### src/hdl/pts_pkg.sv
// ----------------------------------------------------------------------------
// pts_pkg
// Shared types and constants of the pulse tachometer, speed and gear estimator.
// ----------------------------------------------------------------------------
package pts_pkg;

  localparam int CNT_W   = 16;
  localparam int GATE_W  = 10;
  localparam int SCALE_W = 15;
  localparam int PROD_W  = CNT_W + SCALE_W;
  localparam int REM_W   = GATE_W;
  localparam int BIT_W   = 4;
  localparam int GEAR_W  = 3;
  localparam int RATIO_W = 7;
  localparam int IDX_W   = 3;
  localparam int CFG_W   = 16;
  localparam int CFG_IDX_W = 2;

  localparam logic [CNT_W-1:0]   CNT_MAX     = 16'hFFFF;
  localparam logic [SCALE_W-1:0] RPM_SCALE   = 15'd30000;
  localparam logic [SCALE_W-1:0] SPEED_SCALE = 15'd4500;
  localparam logic [BIT_W-1:0]   BIT_LAST    = 4'd15;
  localparam logic [IDX_W-1:0]   IDX_LAST    = 3'd4;
  localparam logic [GEAR_W-1:0]  GEAR_NONE   = 3'd0;
  localparam logic [GEAR_W-1:0]  GEAR_TOP    = 3'd6;
  localparam logic [CNT_W-1:0]   MIN_TENTHS  = 16'd10;

  localparam logic [GATE_W-1:0] GATE_RESET  = 10'd100;
  localparam logic [CNT_W-1:0]  SHIFT_RESET = 16'd6500;
  localparam logic [CNT_W-1:0]  IDLE_RESET  = 16'd500;

  localparam logic [CFG_IDX_W-1:0] CFG_GATE_MS   = 2'd0;
  localparam logic [CFG_IDX_W-1:0] CFG_SHIFT_RPM = 2'd1;
  localparam logic [CFG_IDX_W-1:0] CFG_IDLE_RPM  = 2'd2;

  typedef enum logic [2:0] {
    ST_IDLE,
    ST_MUL,
    ST_CHK,
    ST_DIV,
    ST_GSTART,
    ST_GWAIT,
    ST_DONE
  } pts_state_t;

  typedef struct packed {
    logic load;
    logic mul_step;
    logic div_start;
    logic div_step;
  } pts_lane_ctl_t;

  // rpm*10 against speed_tenths times these, first match wins
  function automatic logic [RATIO_W-1:0] gear_ratio(input logic [IDX_W-1:0] idx);
    logic [RATIO_W-1:0] r;
    unique case (idx)
      3'd0:    r = 7'd100;
      3'd1:    r = 7'd65;
      3'd2:    r = 7'd48;
      3'd3:    r = 7'd38;
      default: r = 7'd30;
    endcase
    return r;
  endfunction

endpackage

### src/hdl/pts_gate.sv
// ----------------------------------------------------------------------------
// pts_gate
// Pulse counters and millisecond gate; flags the item that closes the gate.
// ----------------------------------------------------------------------------
module pts_gate (
  input  logic                          clk,
  input  logic                          rst_n,
  input  logic                          accept,
  input  logic                          engine_pulse,
  input  logic                          wheel_pulse,
  input  logic                          ms_tick,
  input  logic [pts_pkg::GATE_W-1:0]    gate_eff,
  output logic                          close,
  output logic [pts_pkg::CNT_W-1:0]     engine_total,
  output logic [pts_pkg::CNT_W-1:0]     wheel_total
);

  logic [pts_pkg::GATE_W-1:0] tick_count_r, tick_count_nxt, tick_inc;
  logic [pts_pkg::CNT_W-1:0]  engine_count_r, engine_count_nxt;
  logic [pts_pkg::CNT_W-1:0]  wheel_count_r, wheel_count_nxt;

  always_comb begin
    engine_total = engine_count_r;
    wheel_total  = wheel_count_r;
    if (engine_pulse && engine_count_r != pts_pkg::CNT_MAX) begin
      engine_total = engine_count_r + 1'b1;
    end
    if (wheel_pulse && wheel_count_r != pts_pkg::CNT_MAX) begin
      wheel_total = wheel_count_r + 1'b1;
    end
    tick_inc = tick_count_r + 1'b1;
    close    = accept && ms_tick && (tick_inc >= gate_eff);

    tick_count_nxt   = tick_count_r;
    engine_count_nxt = engine_count_r;
    wheel_count_nxt  = wheel_count_r;
    if (close) begin
      tick_count_nxt   = '0;
      engine_count_nxt = '0;
      wheel_count_nxt  = '0;
    end else if (accept) begin
      engine_count_nxt = engine_total;
      wheel_count_nxt  = wheel_total;
      if (ms_tick) begin
        tick_count_nxt = tick_inc;
      end
    end
  end

  always_ff @(posedge clk) begin
    if (!rst_n) begin
      tick_count_r   <= '0;
      engine_count_r <= '0;
      wheel_count_r  <= '0;
    end else begin
      tick_count_r   <= tick_count_nxt;
      engine_count_r <= engine_count_nxt;
      wheel_count_r  <= wheel_count_nxt;
    end
  end

endmodule

### src/hdl/pts_lane.sv
// ----------------------------------------------------------------------------
// pts_lane
// Bit-serial count*scale, then restoring division by the gate, saturating.
// ----------------------------------------------------------------------------
module pts_lane (
  input  logic                          clk,
  input  pts_pkg::pts_lane_ctl_t        ctl,
  input  logic [pts_pkg::CNT_W-1:0]     count,
  input  logic [pts_pkg::SCALE_W-1:0]   scale,
  input  logic [pts_pkg::GATE_W-1:0]    gate,
  output logic [pts_pkg::CNT_W-1:0]     rate
);

  logic [pts_pkg::CNT_W-1:0]  cnt_sh_r, cnt_sh_nxt;
  logic [pts_pkg::PROD_W-1:0] prod_r, prod_nxt;
  logic [pts_pkg::REM_W-1:0]  rem_r, rem_nxt;
  logic                       sat_r, sat_nxt;
  logic [pts_pkg::REM_W:0]    trial;
  logic                       qbit;

  always_comb begin
    cnt_sh_nxt = cnt_sh_r;
    prod_nxt   = prod_r;
    rem_nxt    = rem_r;
    sat_nxt    = sat_r;
    trial      = {rem_r, prod_r[pts_pkg::CNT_W-1]};
    qbit       = (trial >= {1'b0, gate});
    priority if (ctl.load) begin
      cnt_sh_nxt = count;
      prod_nxt   = '0;
    end else if (ctl.mul_step) begin
      cnt_sh_nxt = {cnt_sh_r[pts_pkg::CNT_W-2:0], 1'b0};
      prod_nxt   = {prod_r[pts_pkg::PROD_W-2:0], 1'b0}
                 + (cnt_sh_r[pts_pkg::CNT_W-1] ? pts_pkg::PROD_W'(scale) : '0);
    end else if (ctl.div_start) begin
      // quotient of 2^16 or more saturates
      sat_nxt = (prod_r[pts_pkg::PROD_W-1:pts_pkg::CNT_W] >= pts_pkg::SCALE_W'(gate));
      rem_nxt = prod_r[pts_pkg::CNT_W +: pts_pkg::REM_W];
    end else if (ctl.div_step) begin
      rem_nxt  = qbit ? pts_pkg::REM_W'(trial - {1'b0, gate}) : trial[pts_pkg::REM_W-1:0];
      prod_nxt = {prod_r[pts_pkg::PROD_W-1:pts_pkg::CNT_W],
                  prod_r[pts_pkg::CNT_W-2:0], qbit};
    end
  end

  always_ff @(posedge clk) begin
    cnt_sh_r <= cnt_sh_nxt;
    prod_r   <= prod_nxt;
    rem_r    <= rem_nxt;
    sat_r    <= sat_nxt;
  end

  assign rate = sat_r ? pts_pkg::CNT_MAX : prod_r[pts_pkg::CNT_W-1:0];

endmodule

### src/hdl/pts_gear.sv
// ----------------------------------------------------------------------------
// pts_gear
// Gear estimate: one ratio threshold compared per cycle.
// ----------------------------------------------------------------------------
module pts_gear (
  input  logic                          clk,
  input  logic                          rst_n,
  input  logic                          start,
  input  logic [pts_pkg::CNT_W-1:0]     rpm,
  input  logic [pts_pkg::CNT_W-1:0]     tenths,
  input  logic [pts_pkg::CNT_W-1:0]     idle_rpm,
  output logic                          done,
  output logic [pts_pkg::GEAR_W-1:0]    gear
);

  logic                               busy_r, busy_nxt;
  logic                               done_r, done_nxt;
  logic [pts_pkg::IDX_W-1:0]          idx_r, idx_nxt;
  logic [pts_pkg::GEAR_W-1:0]         gear_r, gear_nxt;
  logic [pts_pkg::CNT_W-1:0]          rpm_r, rpm_nxt, sp_r, sp_nxt;
  logic [pts_pkg::CNT_W+3:0]          r10;
  logic [pts_pkg::CNT_W+pts_pkg::RATIO_W-1:0] thr;

  always_comb begin
    r10 = {1'b0, rpm_r, 3'b000} + {3'b000, rpm_r, 1'b0};
    thr = {{pts_pkg::CNT_W{1'b0}}, pts_pkg::gear_ratio(idx_r)}
        * {{pts_pkg::RATIO_W{1'b0}}, sp_r};
    busy_nxt = busy_r;
    done_nxt = 1'b0;
    idx_nxt  = idx_r;
    gear_nxt = gear_r;
    rpm_nxt  = rpm_r;
    sp_nxt   = sp_r;
    if (start) begin
      busy_nxt = 1'b1;
      idx_nxt  = '0;
      rpm_nxt  = rpm;
      sp_nxt   = tenths;
    end else if (busy_r) begin
      priority if (sp_r < pts_pkg::MIN_TENTHS || rpm_r < idle_rpm) begin
        gear_nxt = pts_pkg::GEAR_NONE;
        busy_nxt = 1'b0;
        done_nxt = 1'b1;
      end else if ({3'b000, r10} > thr) begin
        gear_nxt = idx_r + 1'b1;
        busy_nxt = 1'b0;
        done_nxt = 1'b1;
      end else if (idx_r == pts_pkg::IDX_LAST) begin
        gear_nxt = pts_pkg::GEAR_TOP;
        busy_nxt = 1'b0;
        done_nxt = 1'b1;
      end else begin
        idx_nxt = idx_r + 1'b1;
      end
    end
  end

  always_ff @(posedge clk) begin
    if (!rst_n) begin
      busy_r <= 1'b0;
      done_r <= 1'b0;
    end else begin
      busy_r <= busy_nxt;
      done_r <= done_nxt;
    end
    idx_r  <= idx_nxt;
    gear_r <= gear_nxt;
    rpm_r  <= rpm_nxt;
    sp_r   <= sp_nxt;
  end

  assign done = done_r;
  assign gear = gear_r;

endmodule

### src/hdl/pulse_tach_speed_gear_estimator.sv
// ----------------------------------------------------------------------------
// pulse_tach_speed_gear_estimator
// Counts engine and wheel pulses over a millisecond gate and reports rpm,
// road speed in tenths of mph, an estimated gear and a shift flag.
//
//   channel  signals                                          handshake
//   in       engine_pulse, wheel_pulse, ms_tick               in_valid / in_stall
//   out      engine_rpm, speed_tenths, gear, shift_now        out_valid / out_stall
//   cfg      cfg_index, cfg_wdata                             cfg_we
//
// an item that does not close the gate is taken without raising in_stall
// the closing item starts 16 multiply and 16 divide steps on two bit-serial
// lanes, then 1 to 5 gear compares, before the result is loaded
// in_stall is high from the closing transfer until the result is loaded, and
// longer while a stalled result still holds the output register
// a result waiting in the output register does not block new items
// reset is synchronous and restores the register defaults and clears counts
// ----------------------------------------------------------------------------
module pulse_tach_speed_gear_estimator (
  input  logic                              clk,
  input  logic                              rst_n,
  input  logic                              in_valid,
  output logic                              in_stall,
  input  logic                              in_engine_pulse,
  input  logic                              in_wheel_pulse,
  input  logic                              in_ms_tick,
  output logic                              out_valid,
  input  logic                              out_stall,
  output logic [15:0]                       out_engine_rpm,
  output logic [15:0]                       out_speed_tenths,
  output logic [2:0]                        out_gear,
  output logic                              out_shift_now,
  input  logic                              cfg_we,
  input  logic [pts_pkg::CFG_IDX_W-1:0]     cfg_index,
  input  logic [pts_pkg::CFG_W-1:0]         cfg_wdata
);

  pts_pkg::pts_state_t state_r, state_nxt;
  logic [pts_pkg::BIT_W-1:0]  bit_cnt_r, bit_cnt_nxt;
  logic [pts_pkg::GATE_W-1:0] gate_ms_r, gate_r, gate_nxt, gate_eff;
  logic [pts_pkg::CNT_W-1:0]  shift_rpm_r, idle_rpm_r;
  logic                       in_xfer, close, out_free, out_load, gear_start, gear_done;
  logic [pts_pkg::CNT_W-1:0]  engine_total, wheel_total, rpm, tenths;
  logic [pts_pkg::GEAR_W-1:0] gear;
  pts_pkg::pts_lane_ctl_t     lane_ctl;

  logic                       out_valid_r;
  logic [pts_pkg::CNT_W-1:0]  out_rpm_r, out_tenths_r;
  logic [pts_pkg::GEAR_W-1:0] out_gear_r;
  logic                       out_shift_r;

  assign gate_eff = (gate_ms_r == '0) ? pts_pkg::GATE_W'(1) : gate_ms_r;
  assign in_stall = (state_r != pts_pkg::ST_IDLE);
  assign in_xfer  = in_valid && !in_stall;
  assign out_free = !out_valid_r || !out_stall;

  always_ff @(posedge clk) begin
    if (!rst_n) begin
      gate_ms_r   <= pts_pkg::GATE_RESET;
      shift_rpm_r <= pts_pkg::SHIFT_RESET;
      idle_rpm_r  <= pts_pkg::IDLE_RESET;
    end else if (cfg_we) begin
      unique case (cfg_index)
        pts_pkg::CFG_GATE_MS:   gate_ms_r   <= cfg_wdata[pts_pkg::GATE_W-1:0];
        pts_pkg::CFG_SHIFT_RPM: shift_rpm_r <= cfg_wdata;
        pts_pkg::CFG_IDLE_RPM:  idle_rpm_r  <= cfg_wdata;
        default: ;
      endcase
    end
  end

  pts_gate u_gate (
    .clk          (clk),
    .rst_n        (rst_n),
    .accept       (in_xfer),
    .engine_pulse (in_engine_pulse),
    .wheel_pulse  (in_wheel_pulse),
    .ms_tick      (in_ms_tick),
    .gate_eff     (gate_eff),
    .close        (close),
    .engine_total (engine_total),
    .wheel_total  (wheel_total)
  );

  pts_lane u_rpm_lane (
    .clk   (clk),
    .ctl   (lane_ctl),
    .count (engine_total),
    .scale (pts_pkg::RPM_SCALE),
    .gate  (gate_r),
    .rate  (rpm)
  );

  pts_lane u_speed_lane (
    .clk   (clk),
    .ctl   (lane_ctl),
    .count (wheel_total),
    .scale (pts_pkg::SPEED_SCALE),
    .gate  (gate_r),
    .rate  (tenths)
  );

  pts_gear u_gear (
    .clk      (clk),
    .rst_n    (rst_n),
    .start    (gear_start),
    .rpm      (rpm),
    .tenths   (tenths),
    .idle_rpm (idle_rpm_r),
    .done     (gear_done),
    .gear     (gear)
  );

  always_comb begin
    state_nxt   = state_r;
    bit_cnt_nxt = bit_cnt_r;
    gate_nxt    = gate_r;
    lane_ctl    = '0;
    gear_start  = 1'b0;
    out_load    = 1'b0;
    unique case (state_r)
      pts_pkg::ST_IDLE: begin
        if (close) begin
          lane_ctl.load = 1'b1;
          gate_nxt      = gate_eff;
          bit_cnt_nxt   = '0;
          state_nxt     = pts_pkg::ST_MUL;
        end
      end
      pts_pkg::ST_MUL: begin
        lane_ctl.mul_step = 1'b1;
        bit_cnt_nxt       = bit_cnt_r + 1'b1;
        if (bit_cnt_r == pts_pkg::BIT_LAST) begin
          state_nxt = pts_pkg::ST_CHK;
        end
      end
      pts_pkg::ST_CHK: begin
        lane_ctl.div_start = 1'b1;
        bit_cnt_nxt        = '0;
        state_nxt          = pts_pkg::ST_DIV;
      end
      pts_pkg::ST_DIV: begin
        lane_ctl.div_step = 1'b1;
        bit_cnt_nxt       = bit_cnt_r + 1'b1;
        if (bit_cnt_r == pts_pkg::BIT_LAST) begin
          state_nxt = pts_pkg::ST_GSTART;
        end
      end
      pts_pkg::ST_GSTART: begin
        gear_start = 1'b1;
        state_nxt  = pts_pkg::ST_GWAIT;
      end
      pts_pkg::ST_GWAIT: begin
        if (gear_done) begin
          if (out_free) begin
            out_load  = 1'b1;
            state_nxt = pts_pkg::ST_IDLE;
          end else begin
            state_nxt = pts_pkg::ST_DONE;
          end
        end
      end
      pts_pkg::ST_DONE: begin
        if (out_free) begin
          out_load  = 1'b1;
          state_nxt = pts_pkg::ST_IDLE;
        end
      end
      default: state_nxt = pts_pkg::ST_IDLE;
    endcase
  end

  always_ff @(posedge clk) begin
    if (!rst_n) begin
      state_r     <= pts_pkg::ST_IDLE;
      bit_cnt_r   <= '0;
      out_valid_r <= 1'b0;
    end else begin
      state_r   <= state_nxt;
      bit_cnt_r <= bit_cnt_nxt;
      if (out_load) begin
        out_valid_r <= 1'b1;
      end else if (!out_stall) begin
        out_valid_r <= 1'b0;
      end
    end
    gate_r <= gate_nxt;
    if (out_load) begin
      out_rpm_r    <= rpm;
      out_tenths_r <= tenths;
      out_gear_r   <= gear;
      out_shift_r  <= (rpm >= shift_rpm_r);
    end
  end

  assign out_valid        = out_valid_r;
  assign out_engine_rpm   = out_rpm_r;
  assign out_speed_tenths = out_tenths_r;
  assign out_gear         = out_gear_r;
  assign out_shift_now    = out_shift_r;

endmodule

### config.mk
export PLATFORM = sky130hd
export DESIGN_NAME = pulse_tach_speed_gear_estimator
export DESIGN_NICKNAME = d
export VERILOG_FILES = /design/src/hdl/pts_pkg.sv /design/src/hdl/pts_gate.sv /design/src/hdl/pts_lane.sv /design/src/hdl/pts_gear.sv /design/src/hdl/pulse_tach_speed_gear_estimator.sv
export SDC_FILE = /design/constraint.sdc
export NUM_CORES = 1
export LEC_CHECK = 0
export ABC_CLOCK_PERIOD_IN_PS = 7100
export BUFFER_PORTS_ARGS = -buffer_cell sky130_fd_sc_hd__buf_2
export CAP_MARGIN = 0
export CORE_AREA = 2 2 243 149
export DETAILED_ROUTE_END_ITERATION = 8
export DIE_AREA = 0 0 245 151
export PLACE_DENSITY_LB_ADDON = 0.08
export SYNTH_ARGS = -nofsm -noshare
export SYNTH_HDL_FRONTEND = slang
export SYNTH_SLANG_ARGS = --single-unit
### constraint.sdc
create_clock -name clk -period 7.1 [get_ports clk]
set_input_delay 0.355 -clock clk [delete_from_list [all_inputs] [get_ports clk]]
set_output_delay 0.355 -clock clk [all_outputs]
set_load 0.1 [all_outputs]
# After elaboration in Yosys (flattened, before gate mapping)
# Index checks and enable logic that the tools add are counted.
# classes
n_addsub	10
n_mul	1
order_cmp	9
n_eq_ne	22
n_mux	54
bitwise_logic	8
reduce_logical	35
# ops
op	n
16-bit two-way mux	10
31-bit two-way mux	4
10-bit two-way mux	7
31-bit adder	2
16-bit by 1-bit adder with 16-bit output (second input constant)	2
16-bit inequality test (second input constant)	2
15-bit by 10-bit greater-or-equal comparator with 1-bit output	2
7-bit one-hot mux with 4 select lines	1
3-bit two-way mux	8
20-bit by 23-bit greater-than comparator with 1-bit output	1
7-bit by 16-bit multiplier with 23-bit output	1
11-bit by 10-bit greater-or-equal comparator with 1-bit output	2
3-bit one-hot mux with 7 select lines	1
19-bit by 17-bit adder with 20-bit output	1
10-bit subtractor	2
1-bit two-way mux	18
16-bit greater-or-equal comparator	1
16-bit < comparator	1
16-bit by 4-bit < comparator with 1-bit output (second input constant)	1
15-bit two-way mux	1
2-bit AND reduction	7
13-bit two-way mux	1
3-bit by 2-bit == test with 1-bit output (second input constant)	4
3-bit == test (second input constant)	4
other kinds (27)	55
# totals
register_bits	294
input_bits	26
output_inout_bits	38
word_cells	169

# Depth between registers and ports, before layout
# Gate-level depths: netlist of the first run.
# logic_depth
ltp_word	9
depth_mapped	38

# By module
# Synthesis of the first run repeated with hierarchy kept, for this count alone.
# unflattened
cells_unflattened	2383
area_unflattened_um2	22116.2
# by_module_without_submodules
module	instances	cells_per_inst	area_per_inst_um2
pts_lane	2	495	4500.6
pts_gear	1	678	6434.9
pulse_tach_speed_gear_estimator	1	357	3808.7
pts_gate	1	358	2871.5

# Worst setup path after synthesis of the first run
# Ideal clock, no wire load.
# synth_path
kind	reg-to-reg
start	register u_gear.idx_r[0] (netlist name)
end	register u_gear.gear_r, in the netlist u_gear.gear[0] (enable)
setup_ns	0.327
arrival_ns	7.101
required_time_ns	6.773
setup_slack_ns	-0.329
stages_incl_launch_ff	35
n_path_buf	2
period_less_slack_ns	7.429
cell_sequence	dfxtp_1 inv_1 ha_1 nor2_1 nor2_1 nor3_1 or2_2 clkbuf_1 a21o_1 clkbuf_1 and2_1 fa_1 fa_1 fa_1 inv_1 fa_1 inv_1 ha_1 a21oi_1 o211ai_1 a21oi_1 nor3_1 or3_1 a21oi_1 o21bai_1 a21oi_1 xor2_1 ha_1 and3_1 nand3_1 a211oi_1 nand2_1 o211a_1 nand3_1 a21oi_1
# synth_between
elab_chain_len	6
word_cells_on_any_way	10
cone_classes	1 x mul; 1 x order compare; 4 x eq/ne; 1 x mux; 3 x reduce/logical
# synth_lines
item	line	text
start: declaration	pts_gear.sv:18	logic [pts_pkg::IDX_W-1:0] idx_r, idx_nxt;
start signal: assignment	pts_gear.sv:66	idx_r <= idx_nxt;
3-bit by 2-bit == test with 1-bit output (tied with other cells)	pts_pkg.sv:56	unique case (idx)
7-bit one-hot mux with 4 select lines	pts_pkg.sv:56	
7-bit by 16-bit multiplier with 23-bit output	pts_gear.sv:27	* {{pts_pkg::RATIO_W{1'b0}}, sp_r};
20-bit by 23-bit greater-than comparator with 1-bit output	pts_gear.sv:44	end else if ({3'b000, r10} > thr) begin
3-bit nonzero test (no line) (*)	n/a	
3-bit AND reduction (no line) (*)	n/a	
end signal: assignment	pts_gear.sv:67	gear_r <= gear_nxt;
end: declaration	pts_gear.sv:19	logic [pts_pkg::GEAR_W-1:0] gear_r, gear_nxt;
# Every way passes the cells marked *; elsewhere a longest branch is shown, timed or not.
# A chain may end at the register's enable or synchronous reset.

# Final worst setup path of the first run
# layout_path
start	register u_gear.idx_r[0] (netlist name)
end	register u_gear.idx_r[1] (netlist name)
# layout_between
elab_chain_len	6
word_cells_on_any_way	12
cone_classes	1 x add/sub; 1 x mul; 1 x order compare; 4 x eq/ne; 1 x mux; 2 x bitwise; 2 x reduce/logical
# layout_lines
item	line
3-bit by 2-bit == test with 1-bit output (tied with other cells)	pts_pkg.sv:56
7-bit one-hot mux with 4 select lines	pts_pkg.sv:56
7-bit by 16-bit multiplier with 23-bit output	pts_gear.sv:27
20-bit by 23-bit greater-than comparator with 1-bit output	pts_gear.sv:44
1-bit NOT (no line)	n/a
4-bit AND reduction (no line)	n/a
# Parallel ways exist; a longest one is shown, timed or not.

==> impl_metrics.json, run 1 <==
{
  "status": "finished clean",
  "synth-edff-count": 135,
  "synth_top_family_by_area": "adder cells",
  "grt_pass1_vias": 15000,
  "reg2reg_depth": 31,
  "fmax_mhz": 147,
  "skew_ps": 22.7,
  "cts_tree": "done",
  "cts-root-buf": "clkbuf_16",
  "globalRouteOverflowTotal": 0,
  "fin_crit_sh_pct": 96.0,
  "endpoint_kind": "flip-flop",
  "io_buffers": 63,
  "drt_wl_total_mm": 48.7,
  "rsz0062_at_grt": "yes",
  "ys_async_sr_fraction_pct": 0,
  "core-area_sq_um": 34700,
  "htreeDepth": 1,
  "synthXorXnorAreaFrac_pct": 7.40,
  "final_cell_mix": "224 x nand2_1, 173 x inv_1, 165 x ha_1",
  "swShare_pct": 40.2,
  "num_antenna_cells": 0,
  "drt_iter0_drc": 1158,
  "setup.worst_path.start_class": "flip-flop",
  "relSlewSlack_pct": 20.6,
  "crit_start": "u_gear.idx_r[0]",
  "start_util_pct": 57.4,
  "regToRegSetupSlack_ps": 280,
  "num_rows": 53,
  "min_period_ps": 6820,
  "maxCapViolations": 0,
  "num_vias": 15300,
  "die-area_sq_um": 37000,
  "synthFlopType": "dfxtp_1",
  "finalSetupViolCount": 0,
  "cts_buffers": 29,
  "synth_area_leaders": "edfxtp_1 20%, dfxtp_1 16%, ha_1 11%",
  "avgRoutedWirePerCell_um": 18.2,
  "cpPeakStageDelay_ps": 520,
  "final_cell_area_sq_um": 22300,
  "hold_violations": 0,
  "cp_max_fo": 8,
  "die_h_um": 151,
  "grt_max_degree": 51,
  "p_clk_share_pct": 18.7,
  "clockBufferDepth": 3,
  "grt_pass1_wl_mm": 78.7,
  "power_w": 0.00852,
  "antenna_found_initial": 0,
  "cpMostUsedCell": "fa_1",
  "synth_top_area_share_pct": 20.4,
  "clk_latency_ps": 580,
  "syn_inst": 2118,
  "syn_area_sq_um": 19900,
  "maxSlewViolCount": 0,
  "gp_congestion": 0.909,
  "viasPerCell": 5.73,
  "combPwrFrac_pct": 56.5,
  "synth-simple-area-share_pct": 16.9,
  "setup_ws_ps": 282,
  "synth.distinct_cells": 68,
  "critPathArrivalTime_ps": 7300,
  "synth_compound_gate_area_share_pct": 12.6,
  "io_pins": 64,
  "ys_ff_latch": 294,
  "path_clk_slew_ps": 70,
  "numClockSinks": 294,
  "place_area_sq_um": 20900,
  "hold_path.class": "input port to flip-flop",
  "internal_power_w": 0.00510,
  "syn2layout_area_growth_pct": 11.9,
  "seqPwrFrac_pct": 24.8,
  "crit_path_top_delay_cell": "fa_1",
  "grt_usage_pct": 26.6,
  "worst_slew_pin_slew_ps": 1190,
  "final_common_cell": "nand2_1",
  "switching_power_w": 0.00342,
  "path_class": "flip-flop to flip-flop",
  "dr.pass1.iters": 5,
  "die_w_um": 245,
  "ir_drop_uv": 432,
  "muxShareOfSynthArea_pct": 3.00,
  "fin_nets": 2464,
  "crit_end": "u_gear.idx_r[1]",
  "r2r-start": "u_gear.idx_r[0]",
  "rr_endpoint": "u_gear.idx_r[1]",
  "p_leak_nw": 9.44,
  "drive_above_1_share_pct": 14.1,
  "place_ws_ps": -330,
  "synthAdderAreaFrac_pct": 18.5,
  "crit_required_ps": 7580,
  "ant_nets": 0,
  "synth.net_count": 2394,
  "dpl.hpwl_mm": 36.2,
  "ys_seq_area_share_pct": 36.4,
  "power.density_nw_per_um2": 382,
  "yosysTopAreaCell": "edfxtp_1",
  "drc": 0,
  "avgSynthCellArea_sq_um": 9.39,
  "ys_warn_count": 0
}
-- worst min-delay path by stage --
stage / slack [ps] / to / from / depth (start not counted)
floorplan: 400 / out_gear[0] / u_gear.gear[0] / 0
global route: 50 / idle_rpm_r[11] / cfg_wdata[11] / 3
CTS: 20 / idle_rpm_r[15] / cfg_wdata[15] / 3
detailed placement: 410 / out_gear[2] / u_gear.gear[2] / 0
global placement: 410 / out_gear[2] / u_gear.gear[2] / 0
finish: 40 / idle_rpm_r[10] / cfg_wdata[10] / 3
-- synthesized netlist by cell type, drive strengths merged (7+ instances only) --
master	count
nand2b	21
fa	73
and3	19
mux2	23
nor3	28
o21ai	71
inv	181
nand3	48
o211ai	21
a21oi	117
nand2	224
nand4	24
o21a	12
dfxtp	159
edfxtp	135
or3	7
nor3b	7
or2	39
a21o	47
buf	14
mux2i	27
a211oi	25
nor4	10
ha	177
xor2	57
nor2	162
o22ai	34
o21bai	8
xnor2	111
nor2b	16
and2	80
clkbuf	71
-- stage by stage --
stage	hold WS, ps	setup TNS, ps	cells	utilization (%)
global route	51.6	-204	2678	64.2
floorplan	400	0	2118	-
detailed placement	406	-2670	2617	60.3
CTS	21.4	0	2674	63.3
finish	43.8	0	2678	64.2
global placement	406	-668	2617	60.3
-- power by group through the flow --
| stage | logic (W) | clock network (W) | registers [W] |
|---|---|---|---|
| detailed placement | 0.00413 | 0 | 0.00214 |
| global placement | 0.00399 | 0 | 0.00213 |
| floorplan | 0.00300 | 0 | 0.00208 |
| global route | 0.00542 | 0.00169 | 0.00213 |
| finish | 0.00481 | 0.00159 | 0.00211 |
| CTS | 0.00432 | 0.00162 | 0.00210 |
-- metal layers --
metal / routed length [um] / vias to the layer above / track usage, %
met3: 3000 / 56 / 4.96
met4: 780 / 0 / 5.09
li1: - / 7423 / -
met2: 21100 / 407 / 41.8
met1: 23800 / 7448 / 38.8
met5: 0 / - / 0
-- cells by family (layout without fill, tap and decap cells) --
| logic type | count (synthesis) | after routing |
|---|---|---|
| flops | 294 | 294 |
| fa+ha+maj | 250 | 250 |
| simple gates | 699 | 699 |
| compound gates | 391 | 391 |
| mux | 50 | 50 |
| buf+inv | 266 | 359 |
| xor+xnor | 168 | 168 |
-- critical path: cells and delay by family, from the launching register on --
family / cells / cell delay, ps
compound gates: 10 / 1590
xor+xnor: 1 / 90
fa+ha+maj: 8 / 2860
buf+inv: 3 / 250
flops: 1 / 400
mux: 1 / 240
simple gates: 8 / 1290
-- area by class of cell --
type                       count  area, sq um
timing repair buffer         124          792
clock inverter                16          183
tap                          467          584
clock buffer                  38          790
sequential                   294         7250
inverter                     181          687
multi-input combinational   1558        12000
fill                        2900        12400
-- repair_timing --
action / CTS / global route
endpoints found under the setup margin: 11 / 11
pin swaps: 10 / 60
setup buffers: 3 / 4
hold buffers: 0 / 0
gates resized for setup: 22 / 65
-- sequential cells by signal (all words and copies together) (netlist names), 4 cells and up --
signal and cells:
u_rpm_lane.prod_r 31, u_speed_lane.prod_r 31, idle_rpm_r 16, out_engine_rpm 16, out_speed_tenths 16, shift_rpm_r 16
u_gate.engine_count_r 16, u_gate.wheel_count_r 16, u_gear.rpm_r 16, u_gear.sp_r 16, u_rpm_lane.cnt_sh_r 16, u_speed_lane.cnt_sh_r 16
gate_ms_r 10, gate_r 10, u_gate.tick_count_r 10, u_rpm_lane.rem_r 10, u_speed_lane.rem_r 10, bit_cnt_r 4
No activity file was read; power rests on OpenSTA's default activity.
==> run 2, diff against run 1 <==
--- a/config.mk
+++ b/config.mk
@@ -11,6 +11,7 @@
 export CORE_AREA = 2 2 243 149
 export DETAILED_ROUTE_END_ITERATION = 8
 export DIE_AREA = 0 0 245 151
+export MAX_ROUTING_LAYER = met4
 export PLACE_DENSITY_LB_ADDON = 0.08
 export SYNTH_ARGS = -nofsm -noshare
 export SYNTH_HDL_FRONTEND = slang
==> constraint.sdc (replaced) <==
create_clock -name clk -period 7.1 [get_ports clk]
set_input_delay 0.355 -clock clk [delete_from_list [all_inputs] [get_ports clk]]
set_output_delay 0.355 -clock clk [all_outputs]
set_load 0.005 [all_outputs]
==> impl_metrics.json, run 2 (synthesized netlist as in run 1, its figures left out) <==
{
  "clockBufferDepth": 3,
  "grt_pass1_wl_mm": 78.7,
  "core-area_sq_um": 34700,
  "die_w_um": 245,
  "num_antenna_cells": 0,
  "power.density_nw_per_um2": 385,
  "cts-root-buf": "clkbuf_16",
  "crit_required_ps": 7580,
  "clk_latency_ps": 570,
  "dpl.hpwl_mm": 36.2,
  "drive_above_1_share_pct": 14.3,
  "skew_ps": 20.2,
  "avgRoutedWirePerCell_um": 18.1,
  "io_buffers": 63,
  "start_util_pct": 57.4,
  "maxSlewViolCount": 0,
  "final_cell_mix": "224 x nand2_1, 172 x inv_1, 164 x ha_1",
  "place_ws_ps": -330,
  "regToRegSetupSlack_ps": 270,
  "crit_path_top_delay_cell": "fa_1",
  "cts_tree": "done",
  "setup.worst_path.start_class": "flip-flop",
  "ant_nets": 0,
  "fin_crit_sh_pct": 96.2,
  "cpPeakStageDelay_ps": 530,
  "maxCapViolations": 0,
  "worst_slew_pin_slew_ps": 1200,
  "die_h_um": 151,
  "fmax_mhz": 146,
  "numClockSinks": 294,
  "die-area_sq_um": 37000,
  "syn2layout_area_growth_pct": 12.1,
  "hold_violations": 0,
  "grt_usage_pct": 27.4,
  "antenna_found_initial": 0,
  "setup_ws_ps": 269,
  "grt_pass1_vias": 15000,
  "p_leak_nw": 9.44,
  "gp_congestion": 0.929,
  "fin_nets": 2464,
  "relSlewSlack_pct": 19.9,
  "hold_path.class": "input port to flip-flop",
  "status": "finished clean",
  "drc": 0,
  "final_cell_area_sq_um": 22300,
  "reg_top3": "u_rpm_lane.prod_r: 31 flops, u_speed_lane.prod_r: 31 flops",
  "htreeDepth": 1,
  "ir_drop_uv": 435,
  "io_pins": 64,
  "path_clk_slew_ps": 70,
  "globalRouteOverflowTotal": 0,
  "hold_buffers": 0,
  "cp_max_fo": 8,
  "path_class": "flip-flop to flip-flop",
  "cpMostUsedCell": "fa_1",
  "min_period_ps": 6830,
  "finalSetupViolCount": 0,
  "final_common_cell": "nand2_1",
  "num_vias": 15400,
  "viasPerCell": 5.74,
  "grt_max_degree": 51,
  "dr.pass1.iters": 5,
  "endpoint_kind": "flip-flop",
  "critPathArrivalTime_ps": 7310,
  "cts_buffers": 29,
  "drt_iter0_drc": 1124,
  "num_rows": 53,
  "drt_wl_total_mm": 48.6,
  "place_area_sq_um": 20900
}
[run 2: layout make-up]
type | count | area, sq um
multi-input cells | 1558 | 12000
fillers | 2897 | 12400
well taps | 467 | 584
clock buffers | 38 | 790
clock inverters | 16 | 183
repair buffers | 124 | 792
flip-flops and latches | 294 | 7250
inverters | 181 | 687
[run 2: path summary, 6_finish.rpt]
check                           depth (start not counted)       startpoint               to
worst min register to register                          0   u_gear.gear[2]      out_gear[2]
worst max-delay path                                   30  u_gear.idx_r[0]  u_gear.idx_r[1]
worst min-delay path                                    3    cfg_wdata[10]   idle_rpm_r[10]
worst max register to register                         30  u_gear.idx_r[0]  u_gear.idx_r[1]
[run 2: critical path, delay by kind of cell (launching register included)]
family	cells	cell delay [ps]
adder cells (fa/ha/maj)	8	2950
AO/OA/AOI/OAI	10	1670
AND/OR/NAND/NOR	8	1280
flip-flops	1	400
multiplexers	1	240
buffers and inverters	2	110
XOR/XNOR	1	90
[run 2: per-layer routing]
layer	global-route usage, %	up-vias	share of wire [%]
met5	-	-	0
met3	4.93	58	6.6
met2	41.8	427	43
met1	38.8	7452	48
met4	5.03	0	1.6
li1	-	7430	-
[run 2: power by group]
group	total (W)	switching (W)	internal (W)
logic	0.00487	0.00257	0.00230
registers	0.00211	0.000185	0.00193
clock network	0.00159	0.000690	0.000903
total	0.00857	0.00344	0.00513
[run 2: timing repair]
item,in CTS,in global routing
pin swaps,10,55
setup endpoints to repair,11,11
setup buffers,3,4
gates resized for setup,22,71
[run 2: per-stage QoR]
step	std cells	power, W	utilization, %	hold WS [ps]	TNS, ps
after CTS	2674	0.00805	63.3	21.4	0
after global placement	2617	0.00612	60.3	406	-668
after global routing	2678	0.00929	64.3	51.6	-208
final	2678	0.00857	64.3	44.2	0
after floorplan	2118	0.00508	-	400	0
after detailed placement	2617	0.00627	60.3	406	-2670
